**config.mk**
```make
export PLATFORM = sky130hd
export DESIGN_NAME = cpio_odc_stream_parser
export DESIGN_NICKNAME = d
export VERILOG_FILES = /design/src/hw/rtl/cposp_pkg.sv /design/src/hw/rtl/cposp_parse_core.sv /design/src/hw/rtl/cposp_out_reg.sv /design/src/hw/rtl/cpio_odc_stream_parser.sv
export SDC_FILE = /design/constraint.sdc
export NUM_CORES = 1
export LEC_CHECK = 0
export ABC_CLOCK_PERIOD_IN_PS = 7660
export BUFFER_PORTS_ARGS = -buffer_cell sky130_fd_sc_hd__buf_4
export CAP_MARGIN = 25
export CELL_PAD_IN_SITES_DETAIL_PLACEMENT = 0
export CELL_PAD_IN_SITES_GLOBAL_PLACEMENT = 1
export CORE_ASPECT_RATIO = 0.8
export CORE_MARGIN = 4
export CORE_UTILIZATION = 50
export CTS_CLUSTER_DIAMETER = 30
export DETAILED_ROUTE_END_ITERATION = 10
export PLACE_DENSITY_LB_ADDON = 0.1
export SETUP_SLACK_MARGIN = 0.15
export SLEW_MARGIN = 20
export SYNTH_ARGS = -nofsm -noshare
export SYNTH_HDL_FRONTEND = slang
export SYNTH_SLANG_ARGS = --single-unit
```
**constraint.sdc**
```tcl
create_clock -name clock -period 7.66 [get_ports clock]
set_clock_uncertainty 0.15 [all_clocks]
set_input_delay 0.766 -clock clock [delete_from_list [all_inputs] [get_ports clock]]
set_output_delay 0.766 -clock clock [all_outputs]
set_load 0.02 [all_outputs]
```
**src/hw/rtl/cposp_pkg.sv**
```systemverilog
`timescale 1ns / 1ps
`default_nettype none
// ----------------------------------------------------------------------------
// cposp_pkg
// types, codes and character tables shared by the odc cpio stream parser
// ----------------------------------------------------------------------------
package cposp_pkg;

   typedef enum logic [2:0] {
      PHASE_MAGIC  = 3'd0,
      PHASE_HEADER = 3'd1,
      PHASE_NAME   = 3'd2,
      PHASE_DATA   = 3'd3,
      PHASE_HALT   = 3'd4
   } phase_type;

   localparam logic [2:0] ROLE_MAGIC   = 3'd0;
   localparam logic [2:0] ROLE_DIGIT   = 3'd1;
   localparam logic [2:0] ROLE_NAME    = 3'd2;
   localparam logic [2:0] ROLE_DATA    = 3'd3;
   localparam logic [2:0] ROLE_IGNORED = 3'd4;

   localparam logic [1:0] ERR_NONE        = 2'd0;
   localparam logic [1:0] ERR_BAD_MAGIC   = 2'd1;
   localparam logic [1:0] ERR_NAME_LENGTH = 2'd2;

   localparam logic [3:0] FIELD_DEV      = 4'd0;
   localparam logic [3:0] FIELD_MTIME    = 4'd7;
   localparam logic [3:0] FIELD_NAMESIZE = 4'd8;
   localparam logic [3:0] FIELD_FILESIZE = 4'd9;

   localparam logic [17:0] MAX_NAME_LENGTH_RESET = 18'd1024;
   localparam logic [7:0]  CHAR_ZERO  = 8'h30;
   localparam logic [7:0]  CHAR_SEVEN = 8'h37;

   typedef struct packed {
      logic [2:0]  byte_role;
      logic [7:0]  data_byte;
      logic        field_done;
      logic [3:0]  field_index;
      logic [32:0] field_value;
      logic        name_last;
      logic        entry_ready;
      logic        data_last;
      logic        trailer_seen;
      logic [1:0]  error_code;
   } result_type;

   // "070707"
   function automatic logic [7:0] magic_char(input logic [2:0] idx);
      logic [7:0] c;
      case (idx)
         3'd0, 3'd2, 3'd4: c = 8'h30;
         3'd1, 3'd3, 3'd5: c = 8'h37;
         default:          c = 8'h00;
      endcase
      return c;
   endfunction

   // "TRAILER!!!"
   function automatic logic [7:0] trailer_char(input logic [3:0] idx);
      logic [7:0] c;
      case (idx)
         4'd0:             c = 8'h54;
         4'd1:             c = 8'h52;
         4'd2:             c = 8'h41;
         4'd3:             c = 8'h49;
         4'd4:             c = 8'h4C;
         4'd5:             c = 8'h45;
         4'd6:             c = 8'h52;
         4'd7, 4'd8, 4'd9: c = 8'h21;
         default:          c = 8'h00;
      endcase
      return c;
   endfunction

   // digits per header field
   function automatic logic [3:0] field_len(input logic [3:0] idx);
      logic [3:0] n;
      case (idx)
         FIELD_MTIME, FIELD_FILESIZE: n = 4'd11;
         default:                     n = 4'd6;
      endcase
      return n;
   endfunction

endpackage
`default_nettype wire

```
**src/hw/rtl/cposp_parse_core.sv**
```systemverilog
`timescale 1ns / 1ps
`default_nettype none
// ----------------------------------------------------------------------------
// cposp_parse_core
// per-byte parser state machine: magic check, octal field accumulation,
// name and trailer tracking, data byte counting, sticky error and trailer
// ----------------------------------------------------------------------------
module cposp_parse_core
   import cposp_pkg::*;
(
   input  wire logic        clock,
   input  wire logic        reset,
   input  wire logic        step,
   input  wire logic [7:0]  in_byte,
   input  wire logic        csr_wr_en,
   input  wire logic [17:0] csr_wr_data,
   output result_type       result
);

   phase_type   phase_ff, phase_in;
   logic [3:0]  field_num_ff, field_num_in;
   logic [32:0] pos_ff, pos_in;
   logic [32:0] acc_ff, acc_in;
   logic [17:0] name_size_ff, name_size_in;
   logic [32:0] data_size_ff, data_size_in;
   logic        trailer_match_ff, trailer_match_in;
   logic [1:0]  error_ff, error_in;
   logic        trailer_done_ff, trailer_done_in;
   logic [17:0] max_name_ff;

   logic [33:0] pos_inc;
   logic [3:0]  fn;
   logic [2:0]  digit;
   logic [32:0] acc_shift;
   logic [32:0] field_val;
   logic        last;

   always_ff @(posedge clock) begin
      if (reset) begin
         phase_ff         <= PHASE_MAGIC;
         field_num_ff     <= FIELD_DEV;
         pos_ff           <= '0;
         acc_ff           <= '0;
         name_size_ff     <= '0;
         data_size_ff     <= '0;
         trailer_match_ff <= 1'b1;
         error_ff         <= ERR_NONE;
         trailer_done_ff  <= 1'b0;
         max_name_ff      <= MAX_NAME_LENGTH_RESET;
      end else begin
         if (step) begin
            phase_ff         <= phase_in;
            field_num_ff     <= field_num_in;
            pos_ff           <= pos_in;
            acc_ff           <= acc_in;
            name_size_ff     <= name_size_in;
            data_size_ff     <= data_size_in;
            trailer_match_ff <= trailer_match_in;
            error_ff         <= error_in;
            trailer_done_ff  <= trailer_done_in;
         end
         if (csr_wr_en) begin
            max_name_ff <= csr_wr_data;
         end
      end
   end

   always_comb begin
      pos_inc   = {1'b0, pos_ff} + 34'd1;
      fn        = (field_num_ff > FIELD_FILESIZE) ? FIELD_FILESIZE : field_num_ff;
      digit     = (in_byte >= CHAR_ZERO && in_byte <= CHAR_SEVEN) ? in_byte[2:0] : 3'd0;
      acc_shift = {acc_ff[29:0], digit};
      field_val = (fn == FIELD_MTIME) ? {1'b0, acc_shift[31:0]} : acc_shift;
      last      = (pos_inc >= {16'd0, name_size_ff});

      phase_in         = phase_ff;
      field_num_in     = field_num_ff;
      pos_in           = pos_ff;
      acc_in           = acc_ff;
      name_size_in     = name_size_ff;
      data_size_in     = data_size_ff;
      trailer_match_in = trailer_match_ff;
      error_in         = error_ff;
      trailer_done_in  = trailer_done_ff;

      result             = '0;
      result.byte_role   = ROLE_IGNORED;
      result.data_byte   = in_byte;

      case (phase_ff)
         PHASE_MAGIC: begin
            result.byte_role = ROLE_MAGIC;
            if (pos_ff >= 33'd6 || in_byte != magic_char(pos_ff[2:0])) begin
               error_in = ERR_BAD_MAGIC;
               phase_in = PHASE_HALT;
            end else if (pos_ff == 33'd5) begin
               phase_in     = PHASE_HEADER;
               pos_in       = '0;
               field_num_in = FIELD_DEV;
               acc_in       = '0;
            end else begin
               pos_in = pos_inc[32:0];
            end
         end
         PHASE_HEADER: begin
            result.byte_role = ROLE_DIGIT;
            acc_in = acc_shift;
            pos_in = pos_inc[32:0];
            if (pos_inc >= {30'd0, field_len(fn)}) begin
               result.field_done  = 1'b1;
               result.field_index = fn;
               result.field_value = field_val;
               acc_in = '0;
               pos_in = '0;
               if (fn == FIELD_NAMESIZE) begin
                  name_size_in = field_val[17:0];
               end
               if (fn == FIELD_FILESIZE) begin
                  data_size_in = field_val;
                  if (name_size_ff == 18'd0 || name_size_ff > max_name_ff) begin
                     error_in = ERR_NAME_LENGTH;
                     phase_in = PHASE_HALT;
                  end else begin
                     phase_in         = PHASE_NAME;
                     trailer_match_in = 1'b1;
                  end
               end else begin
                  field_num_in = fn + 4'd1;
               end
            end
         end
         PHASE_NAME: begin
            result.byte_role = ROLE_NAME;
            if (pos_ff < 33'd10) begin
               if (in_byte != trailer_char(pos_ff[3:0])) begin
                  trailer_match_in = 1'b0;
               end
            end else if (pos_ff == 33'd10) begin
               if (in_byte != 8'd0 && !last) begin
                  trailer_match_in = 1'b0;
               end
            end
            if (last) begin
               result.name_last = 1'b1;
               if (trailer_match_in && pos_ff >= 33'd10) begin
                  trailer_done_in = 1'b1;
                  phase_in        = PHASE_HALT;
               end else begin
                  result.entry_ready = 1'b1;
                  pos_in             = '0;
                  if (data_size_ff != 33'd0) begin
                     phase_in = PHASE_DATA;
                  end else begin
                     phase_in     = PHASE_MAGIC;
                     field_num_in = FIELD_DEV;
                     acc_in       = '0;
                  end
               end
            end else begin
               pos_in = pos_inc[32:0];
            end
         end
         PHASE_DATA: begin
            result.byte_role = ROLE_DATA;
            if (pos_inc >= {1'b0, data_size_ff}) begin
               result.data_last = 1'b1;
               phase_in         = PHASE_MAGIC;
               pos_in           = '0;
               field_num_in     = FIELD_DEV;
               acc_in           = '0;
            end else begin
               pos_in = pos_inc[32:0];
            end
         end
         default: begin
            result.byte_role = ROLE_IGNORED;
         end
      endcase

      result.trailer_seen = trailer_done_in;
      result.error_code   = error_in;
   end

endmodule
`default_nettype wire

```
**src/hw/rtl/cposp_out_reg.sv**
```systemverilog
`timescale 1ns / 1ps
`default_nettype none
// ----------------------------------------------------------------------------
// cposp_out_reg
// result register holding one transaction towards the downstream side
// ----------------------------------------------------------------------------
module cposp_out_reg
   import cposp_pkg::*;
(
   input  wire logic clock,
   input  wire logic reset,
   input  wire logic load,
   input  result_type load_data,
   input  wire logic out_stall,
   output logic      out_valid,
   output result_type out_data,
   output logic      busy
);

   logic       valid_ff, valid_in;
   result_type data_ff;

   always_comb begin
      valid_in = valid_ff;
      if (load) begin
         valid_in = 1'b1;
      end else if (!out_stall) begin
         valid_in = 1'b0;
      end
   end

   always_ff @(posedge clock) begin
      if (reset) begin
         valid_ff <= 1'b0;
      end else begin
         valid_ff <= valid_in;
      end
   end

   always_ff @(posedge clock) begin
      if (load) begin
         data_ff <= load_data;
      end
   end

   assign out_valid = valid_ff;
   assign out_data  = data_ff;
   assign busy      = valid_ff & out_stall;

endmodule
`default_nettype wire

```
**src/hw/rtl/cpio_odc_stream_parser.sv**
```systemverilog
`timescale 1ns / 1ps
`default_nettype none
// result: each accepted byte yields a registered result transaction in the next cycle
// throughput: one byte per cycle; the state update and the result register
//    stage sustain a new transaction every clock while the result is taken
// reset: synchronous, active high; parser returns to expecting magic,
//    errors and trailer clear, max_name_length returns to 1024
// ----------------------------------------------------------------------------
// cpio_odc_stream_parser
// byte-serial old-portable cpio header parser with role tagging per byte
// ----------------------------------------------------------------------------
module cpio_odc_stream_parser
   import cposp_pkg::*;
(
   input  wire logic        clock,
   input  wire logic        reset,
   input  wire logic        req_valid,
   output logic             req_stall,
   input  wire logic [7:0]  req_in_byte,
   output logic             rsp_valid,
   input  wire logic        rsp_stall,
   output logic [2:0]       rsp_byte_role,
   output logic [7:0]       rsp_data_byte,
   output logic             rsp_field_done,
   output logic [3:0]       rsp_field_index,
   output logic [32:0]      rsp_field_value,
   output logic             rsp_name_last,
   output logic             rsp_entry_ready,
   output logic             rsp_data_last,
   output logic             rsp_trailer_seen,
   output logic [1:0]       rsp_error_code,
   input  wire logic        csr_wr_en,
   input  wire logic [17:0] csr_wr_data
);

   logic       accept;
   logic       busy;
   result_type core_result;
   result_type out_result;

   assign req_stall = busy;
   assign accept    = req_valid & ~busy;

   cposp_parse_core u_core (
      .clock       (clock),
      .reset       (reset),
      .step        (accept),
      .in_byte     (req_in_byte),
      .csr_wr_en   (csr_wr_en),
      .csr_wr_data (csr_wr_data),
      .result      (core_result)
   );

   cposp_out_reg u_out (
      .clock     (clock),
      .reset     (reset),
      .load      (accept),
      .load_data (core_result),
      .out_stall (rsp_stall),
      .out_valid (rsp_valid),
      .out_data  (out_result),
      .busy      (busy)
   );

   assign rsp_byte_role    = out_result.byte_role;
   assign rsp_data_byte    = out_result.data_byte;
   assign rsp_field_done   = out_result.field_done;
   assign rsp_field_index  = out_result.field_index;
   assign rsp_field_value  = out_result.field_value;
   assign rsp_name_last    = out_result.name_last;
   assign rsp_entry_ready  = out_result.entry_ready;
   assign rsp_data_last    = out_result.data_last;
   assign rsp_trailer_seen = out_result.trailer_seen;
   assign rsp_error_code   = out_result.error_code;

endmodule
`default_nettype wire
```
# --- Yosys cells after proc, flatten, opt, wreduce, memory -nomap -nowiden ---
# Memories as Yosys holds them, arrays and structs flattened. A register that Yosys moved wholly into a read port is not among the register bits.
# Index checks and enable logic that the tools add are counted.
classes:
  n_reduce_logical: 25
  addsub: 2
  eq_ne: 28
  bitwise_logic: 3
  magnitude_cmp: 10
  n_mux: 69
ops:
  columns: ["op", "n"]
  rows:
  - ["33-bit 2-to-1 mux", 7]
  - ["30-bit 2-to-1 mux", 7]
  - ["33-bit one-hot mux with 4 select lines", 1]
  - ["30-bit one-hot mux with 4 select lines", 1]
  - ["4-bit 2-to-1 mux", 13]
  - ["38-bit 2-to-1 mux", 1]
  - ["33-bit by 1-bit adder with 34-bit output (second input constant)", 1]
  - ["34-bit by 18-bit >= comparator with 1-bit output", 1]
  - ["34-bit by 33-bit >= comparator with 1-bit output", 1]
  - ["34-bit by 4-bit >= comparator with 1-bit output", 1]
  - ["33-bit by 3-bit == test with 1-bit output (second input constant)", 1]
  - ["33-bit by 4-bit == test with 1-bit output (second input constant)", 1]
  - ["33-bit by 3-bit >= comparator with 1-bit output (second input constant)", 1]
  - ["33-bit by 4-bit >= comparator with 1-bit output (second input constant)", 1]
  - ["33-bit by 4-bit < comparator with 1-bit output (second input constant)", 1]
  - ["33-bit nonzero test", 1]
  - ["3-bit 2-to-1 mux", 9]
  - ["8-bit 2-to-1 mux", 3]
  - ["3-bit one-hot mux with 4 select lines", 2]
  - ["18-bit > comparator", 1]
  - ["18-bit logical NOT", 1]
  - ["8-bit != test", 2]
  - ["4-bit one-hot mux with 4 select lines", 1]
  - ["1-bit 2-to-1 mux", 15]
  - ["34 further kinds", 63]
word_totals:
  mem_count: 1
  regBits: 199
  mem_bits_ro: 112
memory_table:
  columns: ["memory", "depth", "word_bits", "read_ports", "rd_ports_with_merged_regs", "wr", "line_no", "text"]
  rows:
  - ["(no name shown)", 16, 7, 1, 1, 0, "cposp_pkg.sv:63", "case (idx)"]

# --- Depth between registers and ports, before layout ---
# Gate-level depths: netlist of run 1.
logic_depth:
  ltp_word: 14
  mapped_depth: 20
  depth_no_buf: 17

# --- Cells and area by module ---
# From an unflattened synthesis of run 1, not the netlist that was laid out.
hier_totals:
  cells_unflattened: 1258
  area_unflattened_um2: 11375.9
modules_own_cells:
  columns: ["module", "cells_each", "area_per_inst_um2", "instances"]
  rows:
  - ["cposp_parse_core", 1198, 9674.3, 1]
  - ["cposp_out_reg", 59, 1687.9, 1]
  - ["cpio_odc_stream_parser", 1, 13.8, 1]

# --- Worst setup path after synthesis of run 1 ---
# Ideal clock, no wire load.
synth_path:
  path_kind: "reg2reg"
  start: "reg u_core.pos_ff[0]"
  end: "reg (tool-made name)"
  arrival_time_ns: 4.547
  slack_ns: 2.842
  t_required_ns: 7.389
  stages_incl_launch_ff: 18
  path_cell_list: "dfxtp_1 -> clkbuf_1 -> nand4_1 -> nor2_1 -> nand3_1 -> or3_1 -> xnor2_1 -> ha_1 -> a21o_1 -> a21o_1 -> a221oi_1 -> o2111ai_1 -> o31a_1 -> nor3_1 -> o31ai_1 -> or4_4 -> a31oi_4 -> mux2_4"
synth_rtl:
  columns: ["element", "line_no", "text"]
  rows:
  - ["start: declaration", "cposp_parse_core.sv:22", "logic [32:0] pos_ff, pos_in;"]
  - ["start signal: assignment", "cposp_parse_core.sv:54", "pos_ff <= pos_in;"]

# --- Worst setup path in the final report of run 1 ---
layout_path:
  start: "reg u_core.pos_ff[0]"
  end: "reg u_core.pos_ff[4]"
layout_between:
  elab_chain_cells: 11
layout_rtl:
  columns: ["element", "line_no", "text"]
  rows:
  - ["33-bit by 1-bit adder with 34-bit output", "cposp_parse_core.sv:69", "pos_inc = {1'b0, pos_ff} + 34'd1;"]
  - ["34-bit by 18-bit >= comparator with 1-bit output", "cposp_parse_core.sv:74", "last = (pos_inc >= {16'd0, name_size_ff});"]
  - ["1-bit logical NOT", "cposp_parse_core.sv:139", "if (in_byte != 8'd0 && !last) begin"]
  - ["1-bit logical AND", "cposp_parse_core.sv:139", null]
  - ["1-bit 2-to-1 mux", "cposp_parse_core.sv:139", null]
  - ["1-bit 2-to-1 mux", "cposp_parse_core.sv:138", "end else if (pos_ff == 33'd10) begin"]
  - ["1-bit 2-to-1 mux", "cposp_parse_core.sv:134", "if (pos_ff < 33'd10) begin"]
  - ["1-bit 2-to-1 mux", "cposp_parse_core.sv:90", "case (phase_ff)"]
  - ["1-bit logical AND", "cposp_parse_core.sv:145", "if (trailer_match_in && pos_ff >= 33'd10) begin"]
  - ["3-bit != test (no line)", null, null]
  - ["4-bit AND reduction (no line)", null, null]
# Several ways; a longest one is shown, not always the timed one. The select of a mux whose other input is x is not followed.
# A chain may end at the register's enable or synchronous reset.

==> results by stage, run 1 <==
STA:
- Setup violations remaining at the end of the flow were counted as 0.
- At the pin with the least slew margin, the transition time is 1.022 ns.
- The time the final worst path needs with I/O delays and setup is 5.878 ns.
- The final max-slew violation count is 0.
- The smallest setup slack after layout is 1.782 ns.
- Setup repair after global routing left no endpoint under its margin.
- The count of endpoints failing hold in the final timing report is 0.
- In the final timing run, aggregate negative setup slack is 0 ns.
- The ratio of final minimum period to clock period is 0.7673.
- The maximum frequency from static timing analysis is 0.1701 GHz.
- The worst pin sits at a relative slew slack of 0.3188.

Synthesis:
- The simple-gate share of the synthesized area is 0.2415.
- Yosys printed 0 warnings.
- The number of enable-type register cells in the synthesized netlist is 55.
- After synthesis, the cell types taking the most area are dfxtp_1 (27%), edfxtp_1 (15%), ha_1 (8.7%).
- The combinational family with the most area after synthesis is simple AND/OR/NAND/NOR gates.
- In the synthesized netlist the dominant register cell turns out to be dfxtp_1.
- The number of nets produced by synthesis is 1463.
- The post-synthesis register bit count is 206.
- In the synthesized netlist, the number of instances is 1353.
- Of all cell types, the one taking the most synthesized area is dfxtp_1.
- The fraction of synthesis flops using an asynchronous set or reset pin is 0.
- Of the total synthesized cell area, the portion taken by full adders, half adders and majority gates is 0.08681.
- The post-synthesis mux area share is 0.02593.
- The share of synthesized area in the top cell type comes to 0.2655.
- The compound-gate portion of the synthesized area is 0.1422.
- The fraction of synthesized cell area in xor and xnor cells is 0.02923.
- A synthesized cell averages 8.415 µm².
- The share of the yosys chip area belonging to registers is 0.4105.
- In this run, distinct cell masters in the synthesized netlist total 74.
- The area of the mapped netlist is 0.01139 mm².

Power:
- Summing internal, switching and leakage power gives 3.145 mW.
- VDD sags by at most 154.6 µV.
- For this design the ratio of total power to cell area is 234.2 mW/mm².
- The leakage power is 5.236 nW.

Setup path:
- Walking the worst path, the cells encountered are ha_1 -> and3_1 -> nand4_2 -> nor4_1 -> xor2_1 -> ha_1 -> nand3_1 -> nor2_1 -> o21ai_0 -> a21oi_1 -> o31a_1 -> nor3_1 -> o31ai_1 -> buf_4 -> nor2_1 -> a22oi_1 -> nor2_1.
- In this design, the critical path's most frequently occurring cell is nor2_1.
- In this design, the stage delay of the slowest critical-path cell is 0.78 ns.
- The critical path in this run is classified as flop to flop.
- The first element of the critical path is u_core.pos_ff[0].
- Counting cells, the worst reg-to-reg path comes to 17.
- The maximum fanout along the worst path is 16.
- Among all stages on the critical path, the largest delay is contributed by nor4_1.
- The worst reg-to-reg setup slack is 1.78 ns.
- The nature of the critical path startpoint is a flop.
- The critical path endpoint category is a flop.
- The data arrival at the endpoint of the critical path is 6.09 ns.
- The required time reported for the critical path endpoint is 7.87 ns.
- The worst reg2reg path startpoint is u_core.pos_ff[0].

Placement:
- The setup slack at placement is 1.885 ns.
- The cell area reported after detailed placement is 0.01212 mm².
- The HPWL after detailed placement is 21830 µm.
- Including well taps, the total number of placed cells is 1665.
- The number of input and output port buffers inserted is 87.
- The global placement routability congestion is 0.8916.

Min path:
- Counting instances, the worst hold path has a depth of 1.
- The type of the most critical hold path is input port to flop.
- The hold path startpoint is req_in_byte[7].

Finish:
- The finished layout cell area is 0.01343 mm².
- Relative to the synthesized area, the layout overhead comes to 17.96%.
- The fraction of layout cells with a size suffix above 1 is 0.1293.
- In the final layout, flip-flops and latches occupy 0.004674 mm².
- The footprint of the multi-input gates is 0.005996 mm².
- Counting the fill cells in the layout gives 2056.
- Leaving out fill and tap cells, the most frequent cell in the layout is nand2_1.
- The number of cells in the finished layout apart from fillers is 1737.
- The diode insertion count for antenna repair is 0.
- The top cell types in the final layout, fill and taps aside, are nand2_1 (206), dfxtp_1 (151), a21oi_1 (140).
- In the final design database the tool counted 1510 nets.

Detailed routing:
- For this run, design rule violations remaining after detail routing come to 0.
- The number of optimization iterations in the first detailed-route pass is 6.
- In the final routed layout, each cell accounts on average for 17.84 µm.
- The number of DRC violations after detailed-routing iteration 0 is 768.
- Using the TritonRoute via totals, the vias-per-cell ratio works out to 5.690.
- The post-detailed-route count of antenna-violating nets is 0.
- The via count is 9884.
- The final routed wirelength across all metal layers is 31000 µm.

Outcome:
- The flow ran to the end, and the final reports show no timing, DRC or antenna violations.

Global routing:
- The leftover overflow at the end of global routing is 0.
- The first global-routing pass estimated 50050 µm of wire.
- The initial antenna violation count is 0.
- The pin count of the biggest net entering global routing is 90.
- The number of global-route vias before repair came to 9372.
- Across every metal layer, demand over resource in global routing totals 0.2435.

Die:
- 88 I/O pins were placed.
- After floorplanning, the core was divided into 49 placement rows.
- The die is 143.0 µm tall.
- The starting utilization of the core area is 0.5074.
- The die outline width is 176.7 µm.
- The floorplan step defined a die boundary enclosing 0.02526 mm².
- The placeable core area is 0.02244 mm².

Clock tree:
- Post-CTS repair changed the size of 0 cells.
- Post-CTS timing repair inserted 0 buffers for setup.
- The maximum number of buffers from clock root to sink is 3.
- For this design, the sink count on the clock tree is 206.
- For the worst-skew pair, the clock arrives at the later sink with an insertion delay of 0.52 ns.
- The cell sitting at the root of the clock tree is a clkbuf_16.
- The clock slew seen by the registers of the worst setup and hold paths is 0.05 ns.
- Clock tree synthesis inserted a total of 39 buffers.
- The CTS tree is built.
- The H-tree depth reported by CTS is 2.
- Buffers inserted to repair hold after CTS numbered 0.

Flow run:
- Max-cap violations in this run came to 0.
-- Yosys cell counts (all sizes together), types with 12 or more instances --
cell type / count
buf: 27
or3: 12
clkbuf: 64
o21ai: 32
xnor2: 18
nand4: 36
nand3: 83
a21oi: 140
mux2i: 28
nor4: 33
nor3: 24
nand2: 207
dfxtp: 151
xor2: 20
ha: 79
a21o: 17
and3: 13
nor2: 69
and2: 35
edfxtp: 55
inv: 89
-- routing by layer --
layer  GRT usage  wire length, µm  part of all wire
met3     0.04844             2163             0.070
met1      0.3533            14800              0.48
met4     0.06390              630             0.020
met5           0                0                 0
met2      0.3742            13400              0.43
-- final timing paths --
kind	endpoint
setup / recovery	u_core.pos_ff[4]
hold / removal	u_out.out_data[51]
setup reg to reg	u_core.pos_ff[4]
hold reg to reg	u_core.data_size_ff[14]
-- logic make-up (layout without fill, tap and decap cells) --
kind of cell	after synthesis	count (layout)
buffers and inverters	182	260
muxes	29	29
DFF	206	206
AOI/OAI and AO/OA	263	263
xor gates and xnor gates	38	38
adders and majority gates	79	79
and+or+nand+nor	556	556
-- stage by stage --
stage	utilization	hold WS, ns
floorplan	-	0.2813
global placement	0.5399	0.2972
detailed placement	0.5401	0.3009
CTS	0.5985	0.2784
global route	0.5985	0.2792
finish	0.5985	0.2930
-- sequential cells by signal, summed over array words and instances, names as in the netlist, 3 cells and up, named ones only --
signal,cells
u_core.phase_ff,3
u_core.acc_ff,30
u_core.data_size_ff,33
u_core.pos_ff,33
u_core.max_name_ff,18
u_out.out_data,55
u_core.field_num_ff,4
u_core.name_size_ff,18
-- area by class of cell --
| cell class | instances | area share |
|---|---|---|
| timing repair buffer | 97 | 0.05403 |
| clock buffer | 57 | 0.08524 |
| sequential | 206 | 0.3481 |
| clock inverter | 15 | 0.01230 |
| inverter | 91 | 0.02543 |
| multi-input combinational | 965 | 0.4464 |
| tap | 306 | 0.02851 |
-- worst max-delay path: cells and delay by family (launching register included) --
family	cells	cell delay [ns]
flip-flops	1	0.66
XOR/XNOR	1	0.24
adder cells (fa/ha/maj)	2	0.70
AO/OA/AOI/OAI	5	1.62
AND/OR/NAND/NOR	8	2.02
buffers and inverters	1	0.31
-- power breakdown --
group / leakage [nW] / total, mW / switching [mW] / internal [mW]
sequential: 1.77 / 1.17 / 0.0199 / 1.15
clock: 0.632 / 1.67 / 0.583 / 1.08
combinational: 2.83 / 0.307 / 0.211 / 0.0955
total: 5.24 / 3.15 / 0.815 / 2.33
(Power assumes the default switching activity.)
==> inputs of run 2 (changes only) <==
--- a/config.mk
+++ b/config.mk
@@ -5,14 +5,15 @@
 export SDC_FILE = /design/constraint.sdc
 export NUM_CORES = 1
 export LEC_CHECK = 0
-export ABC_CLOCK_PERIOD_IN_PS = 7660
+export ABC_AREA = 1
+export ABC_CLOCK_PERIOD_IN_PS = 5850
 export BUFFER_PORTS_ARGS = -buffer_cell sky130_fd_sc_hd__buf_4
 export CAP_MARGIN = 25
 export CELL_PAD_IN_SITES_DETAIL_PLACEMENT = 0
 export CELL_PAD_IN_SITES_GLOBAL_PLACEMENT = 1
 export CORE_ASPECT_RATIO = 0.8
 export CORE_MARGIN = 4
-export CORE_UTILIZATION = 50
+export CORE_UTILIZATION = 45
 export CTS_CLUSTER_DIAMETER = 30
 export DETAILED_ROUTE_END_ITERATION = 10
 export PLACE_DENSITY_LB_ADDON = 0.1
==> constraint.sdc (replaced) <==
create_clock -name clock -period 5.85 [get_ports clock]
set_clock_uncertainty 0.15 [all_clocks]
set_input_delay 0.585 -clock clock [delete_from_list [all_inputs] [get_ports clock]]
set_output_delay 0.585 -clock clock [all_outputs]
set_load 0.02 [all_outputs]
==> run 2 against run 1 <==
Against the previous run: final cell count rose by 12%; register-to-register slack got worse by 0.55 ns; via count rose by 2.7%; cell area rose by 2.8%; synthesized area fell by 0.34%; fmax rose by 27%; flip-flop and latch count did not move; critical path depth rose by 9; critical path type unchanged; largest cell class unchanged; largest power group unchanged.
==> results by stage, run 2 <==
Clock tree:
- The number of buffers inserted for hold repair after clock tree synthesis is 0 (unchanged).
- The post-cts repair resize count is 0 (unchanged).
- The latest clock arrival within the worst-skew pair is 0.52 ns (about the same).
- The root buffer cell is clkbuf_16 (unchanged).
- The CTS tree is built (unchanged).
- The post-CTS repair timing setup buffer count is 0 (unchanged).
- The number of CTS-inserted buffers is 43 (was 39).
- The maximum number of buffers from clock root to sink is 3 (unchanged).
- The clock slew seen by the registers of the worst setup and hold paths is 0.05 ns (about the same).
- The CTS sink count was 206 (unchanged).
- The H-tree depth reported by CTS is 2 (unchanged).

Detailed routing:
- The number of optimization iterations in the first detailed-route pass is 5 (was 6).
- The routed length on met1 is 17180 µm (was 14800 µm).
- The final routed DRC violation total is 0 (unchanged).
- The via count came to 10.15k (was 9884).
- The wire length on met2 was 13150 µm (was 13400 µm).
- The highest routing layer actually used was met4 (unchanged).
- The detail-routed via count per cell is 5.210 (was 5.690).
- The number of DRC violations after detailed-routing iteration 0 is 750 (was 768).
- The post-detailed-route count of antenna-violating nets is 0 (unchanged).
- The detailed-route wire length per cell came to 17.05 µm (was 17.84 µm).
- The met3 wirelength from detailed routing was 2280 µm (was 2163 µm).
- The final routed wirelength across all metal layers is 33220 µm (was 31000 µm).

Power:
- The total power per unit cell area was 336.9 mW/mm² (was 234.2 mW/mm²).
- The relative contribution of combinational cells to total power is 0.097 (was 0.098).
- The clock power share is 0.557 (was 0.529).
- The switching share of power was 0.2637 (was 0.2590).
- The power consumption was 4.649 mW (was 3.145 mW).
- The sequential power share is 0.346 (was 0.373).
- The worst vdd rail ir drop is 183.9 µV (was 154.6 µV).
- The leakage power is 6.111 nW (was 5.236 nW).
- The internal power of the cells is 3.423 mW (was 2.331 mW).
- The switching power total is 1.226 mW (was 0.8147 mW).

Synthesis:
- The distinct cell type count after synthesis is 46 (was 74).
- The area of the mapped netlist came to 0.01135 mm² (was 0.01139 mm²).
- The number of warnings printed during yosys synthesis was 0 (unchanged).
- The number of enable-type register cells in the synthesized netlist is 55 (unchanged).
- The fraction of synthesized cell area taken by the top area cell type was 0.2664 (was 0.2655).
- The post-synthesis register bit count came to 206 (unchanged).
- The most frequently used flop master after synthesis is dfxtp_1 (unchanged).
- The dominant cell by count in the synthesized netlist is nand2_1 (unchanged).
- The post-synthesis average cell area is 7.535 µm² (was 8.415 µm²).
- The share of the yosys chip area belonging to registers was 0.4120 (was 0.4105).
- The leading area contributor after synthesis is dfxtp_1 (unchanged).
- Synth top cells by count: nand2_1 (305), inv_1 (216), a21oi_1 (167) (was nand2_1 (206), dfxtp_1 (151), a21oi_1 (140)).
- The number of nets produced by synthesis is 1616 (was 1463).
- Leading cell types by total area after synthesis: dfxtp_1 (27%), edfxtp_1 (15%), nand2_1 (10%) (was dfxtp_1 (27%), edfxtp_1 (15%), ha_1 (8.7%)).
- The gate count after technology mapping is 1506 (was 1353).
- The fraction of synthesis flops using an asynchronous set or reset pin came to 0 (unchanged).

STA:
- The ratio of final minimum period to clock period is 0.7901 (was 0.7673).
- The final max-slew violation count is 0 (unchanged).
- Setup repair after global routing missed its margin: no (unchanged).
- The worst-case hold slack is 0.1107 ns (was 0.2930 ns).
- The worst-margin pin slew is 0.9207 ns (was 1.022 ns).
- The smallest setup slack after layout was 1.228 ns (was 1.782 ns).
- The number of endpoints failing setup at the final stage is 0 (unchanged).
- The normalized max-slew margin was 0.3862 (was 0.3188).
- The count of endpoints failing hold in the final timing report was 0 (unchanged).
- The maximum frequency from static timing analysis is 0.2163 GHz (was 0.1701 GHz).
- The final-layout setup total negative slack came to 0 ns (unchanged).
- The time the final worst path needs with I/O delays and setup is 4.622 ns (was 5.878 ns).

Finish:
- The flip-flop count of the largest register after layout is 55 (unchanged).
- The diode insertion count for antenna repair came to 0 (unchanged).
- The total of fill cells in the finished design is 2364 (was 2056).
- The post-route core utilization is 0.5618 (was 0.5985).
- The number of nets in the finished design is 1705 (was 1510).
- Most used cells in the layout excluding fill and tap cells: nand2_1 (305), inv_1 (215), a21oi_1 (167) (was nand2_1 (206), dfxtp_1 (151), a21oi_1 (140)).
- The most common cell after layout, fill and taps aside is nand2_1 (unchanged).
- The post-synthesis to final-layout area growth is 21.62% (was 17.96%).
- The finished layout cell area is 0.01380 mm² (was 0.01343 mm²).
- The fraction of layout cells with a size suffix above 1 is 0.1411 (was 0.1293).
- The number of cells in the finished layout apart from fillers is 1948 (was 1737).

Setup path:
- The required time reported for the critical path endpoint was 6.13 ns (was 7.87 ns).
- The worst reg2reg path startpoint is u_core.pos_ff[0] (unchanged).
- The nature of the critical path startpoint was a flop (unchanged).
- The critical path endpoint category is a flop (unchanged).
- The maximum fanout along the worst path is 34 (was 16).
- The worst reg-to-reg path cell count is 26 (was 17).
- The first element of the critical path is u_core.pos_ff[0] (unchanged).
- The data arrival at the endpoint of the critical path is 4.90 ns (was 6.09 ns).
- The type of the setup path with the least slack was flop to flop (unchanged).

Die:
- The y dimension of the die is 150.0 µm (was 143.0 µm).
- The I/O pin count came to 88 (unchanged).
- The die area was 0.02784 mm² (was 0.02526 mm²).
- The placement row count came to 51 (was 49).
- The starting utilization of the core area is 0.4619 (was 0.5074).
- The die outline width was 185.5 µm (was 176.7 µm).
- The placeable core area is 0.02457 mm² (was 0.02244 mm²).

Placement:
- The cell area reported after detailed placement is 0.01223 mm² (was 0.01212 mm²).
- The HPWL after detailed placement is 25110 µm (was 21830 µm).
- The global placement routability congestion is 0.9242 (was 0.8916).
- The number of input and output port buffers inserted is 87 (unchanged).
- The number of instances in the placed design is 1867 (was 1665).
- The setup slack at placement is 1.217 ns (was 1.885 ns).

Global routing:
- The initial antenna violation count is 1 (was 0).
- The total routing usage reported by global routing was 0.2408 (was 0.2435).
- The number of global-route vias before repair is 9701 (was 9372).
- The pin count of the biggest net entering global routing is 73 (was 90).
- The leftover overflow at the end of global routing came to 0 (unchanged).
- The wire length of the first global-routing pass is 52910 µm (was 50050 µm).

Min path:
- The hold path startpoint is req_in_byte[7] (unchanged).
- The instance count along the most critical hold path is 1 (unchanged).
- The type of the most critical hold path is input port to flop (unchanged).

Flow run:
- The number of violations of the max-capacitance limit is 0 (unchanged).

Outcome:
- Status: completed (unchanged).
-- run 2: cell types whose count changed after synthesis, sizes merged, moves of 30 or more --
cell	change
and2	-34
clkbuf	-34
inv	+135
nand2	+113
nand3	-30
nor2	+103
o21ai	+58
-- run 2: worst paths after layout --
check / to / slack (ns)
max: u_core.pos_ff[17] / 1.23
min: u_out.out_data[51] / 0.11
max reg2reg: u_core.pos_ff[17] / 1.23
min reg2reg: u_core.max_name_ff[4] / 0.31
-- run 2: critical path: stages, from the launching register on --
cell and delay, ns:
dfxtp_1 0.50, ha_1 0.24, nand2_1 0.11, nor2_4 0.19
inv_1 0.08, nor2_1 0.28, nand2_1 0.08, nand2_1 0.10
inv_1 0.08, ha_1 0.27, nand2_1 0.08, nor2_1 0.09
and2_1 0.15, nand2_1 0.05, nand2_1 0.06, o21bai_1 0.13
nand2_1 0.09, nor2_1 0.11, nand3_1 0.12, nor2_4 0.15
nor2_4 0.07, nand4_2 0.11, nand2_4 0.26, nor2_4 0.42
buf_4 0.31, nand2_1 0.11, a21oi_1 0.14
-- run 2: power by group through the flow --
| stage | Clock [mW] | Combinational, mW | Sequential, mW |
|---|---|---|---|
| after floorplan | 0 | 0.290 | 1.64 |
| after global placement | 0 | 0.445 | 1.64 |
| after detailed placement | 0 | 0.448 | 1.63 |
| after CTS | 2.62 | 0.450 | 1.61 |
| after global routing | 2.70 | 0.508 | 1.62 |
| final | 2.59 | 0.450 | 1.61 |
-- run 2: area by class of cell --
class	instances	area, µm²	share of cell area
Sequential cell	206	4674	0.3387
Inverter	228	857.1	0.06210
Multi-Input combinational cell	1022	5600	0.4058
Tap cell	318	397.9	0.02883
Clock inverter	26	335.3	0.02430
Timing Repair Buffer	94	713.2	0.05168
Clock buffer	54	1222	0.08858
-- run 2: layer usage --
layer / vias to the layer above / GRT usage
met3: 51 / 0.04690
met5: - / 0
met4: 0 / 0.05390
met2: 289 / 0.3354
met1: 4643 / 0.3812
li1: 5167 / -
-- run 2: cells by family after synthesis --
kind of cell	Yosys count	synth area share
compound gates	312	0.1495
xor+xnor	9	0.006947
fa+ha+maj	79	0.08711
buf+inv	278	0.09560
flops	206	0.4120
simple gates	622	0.2489
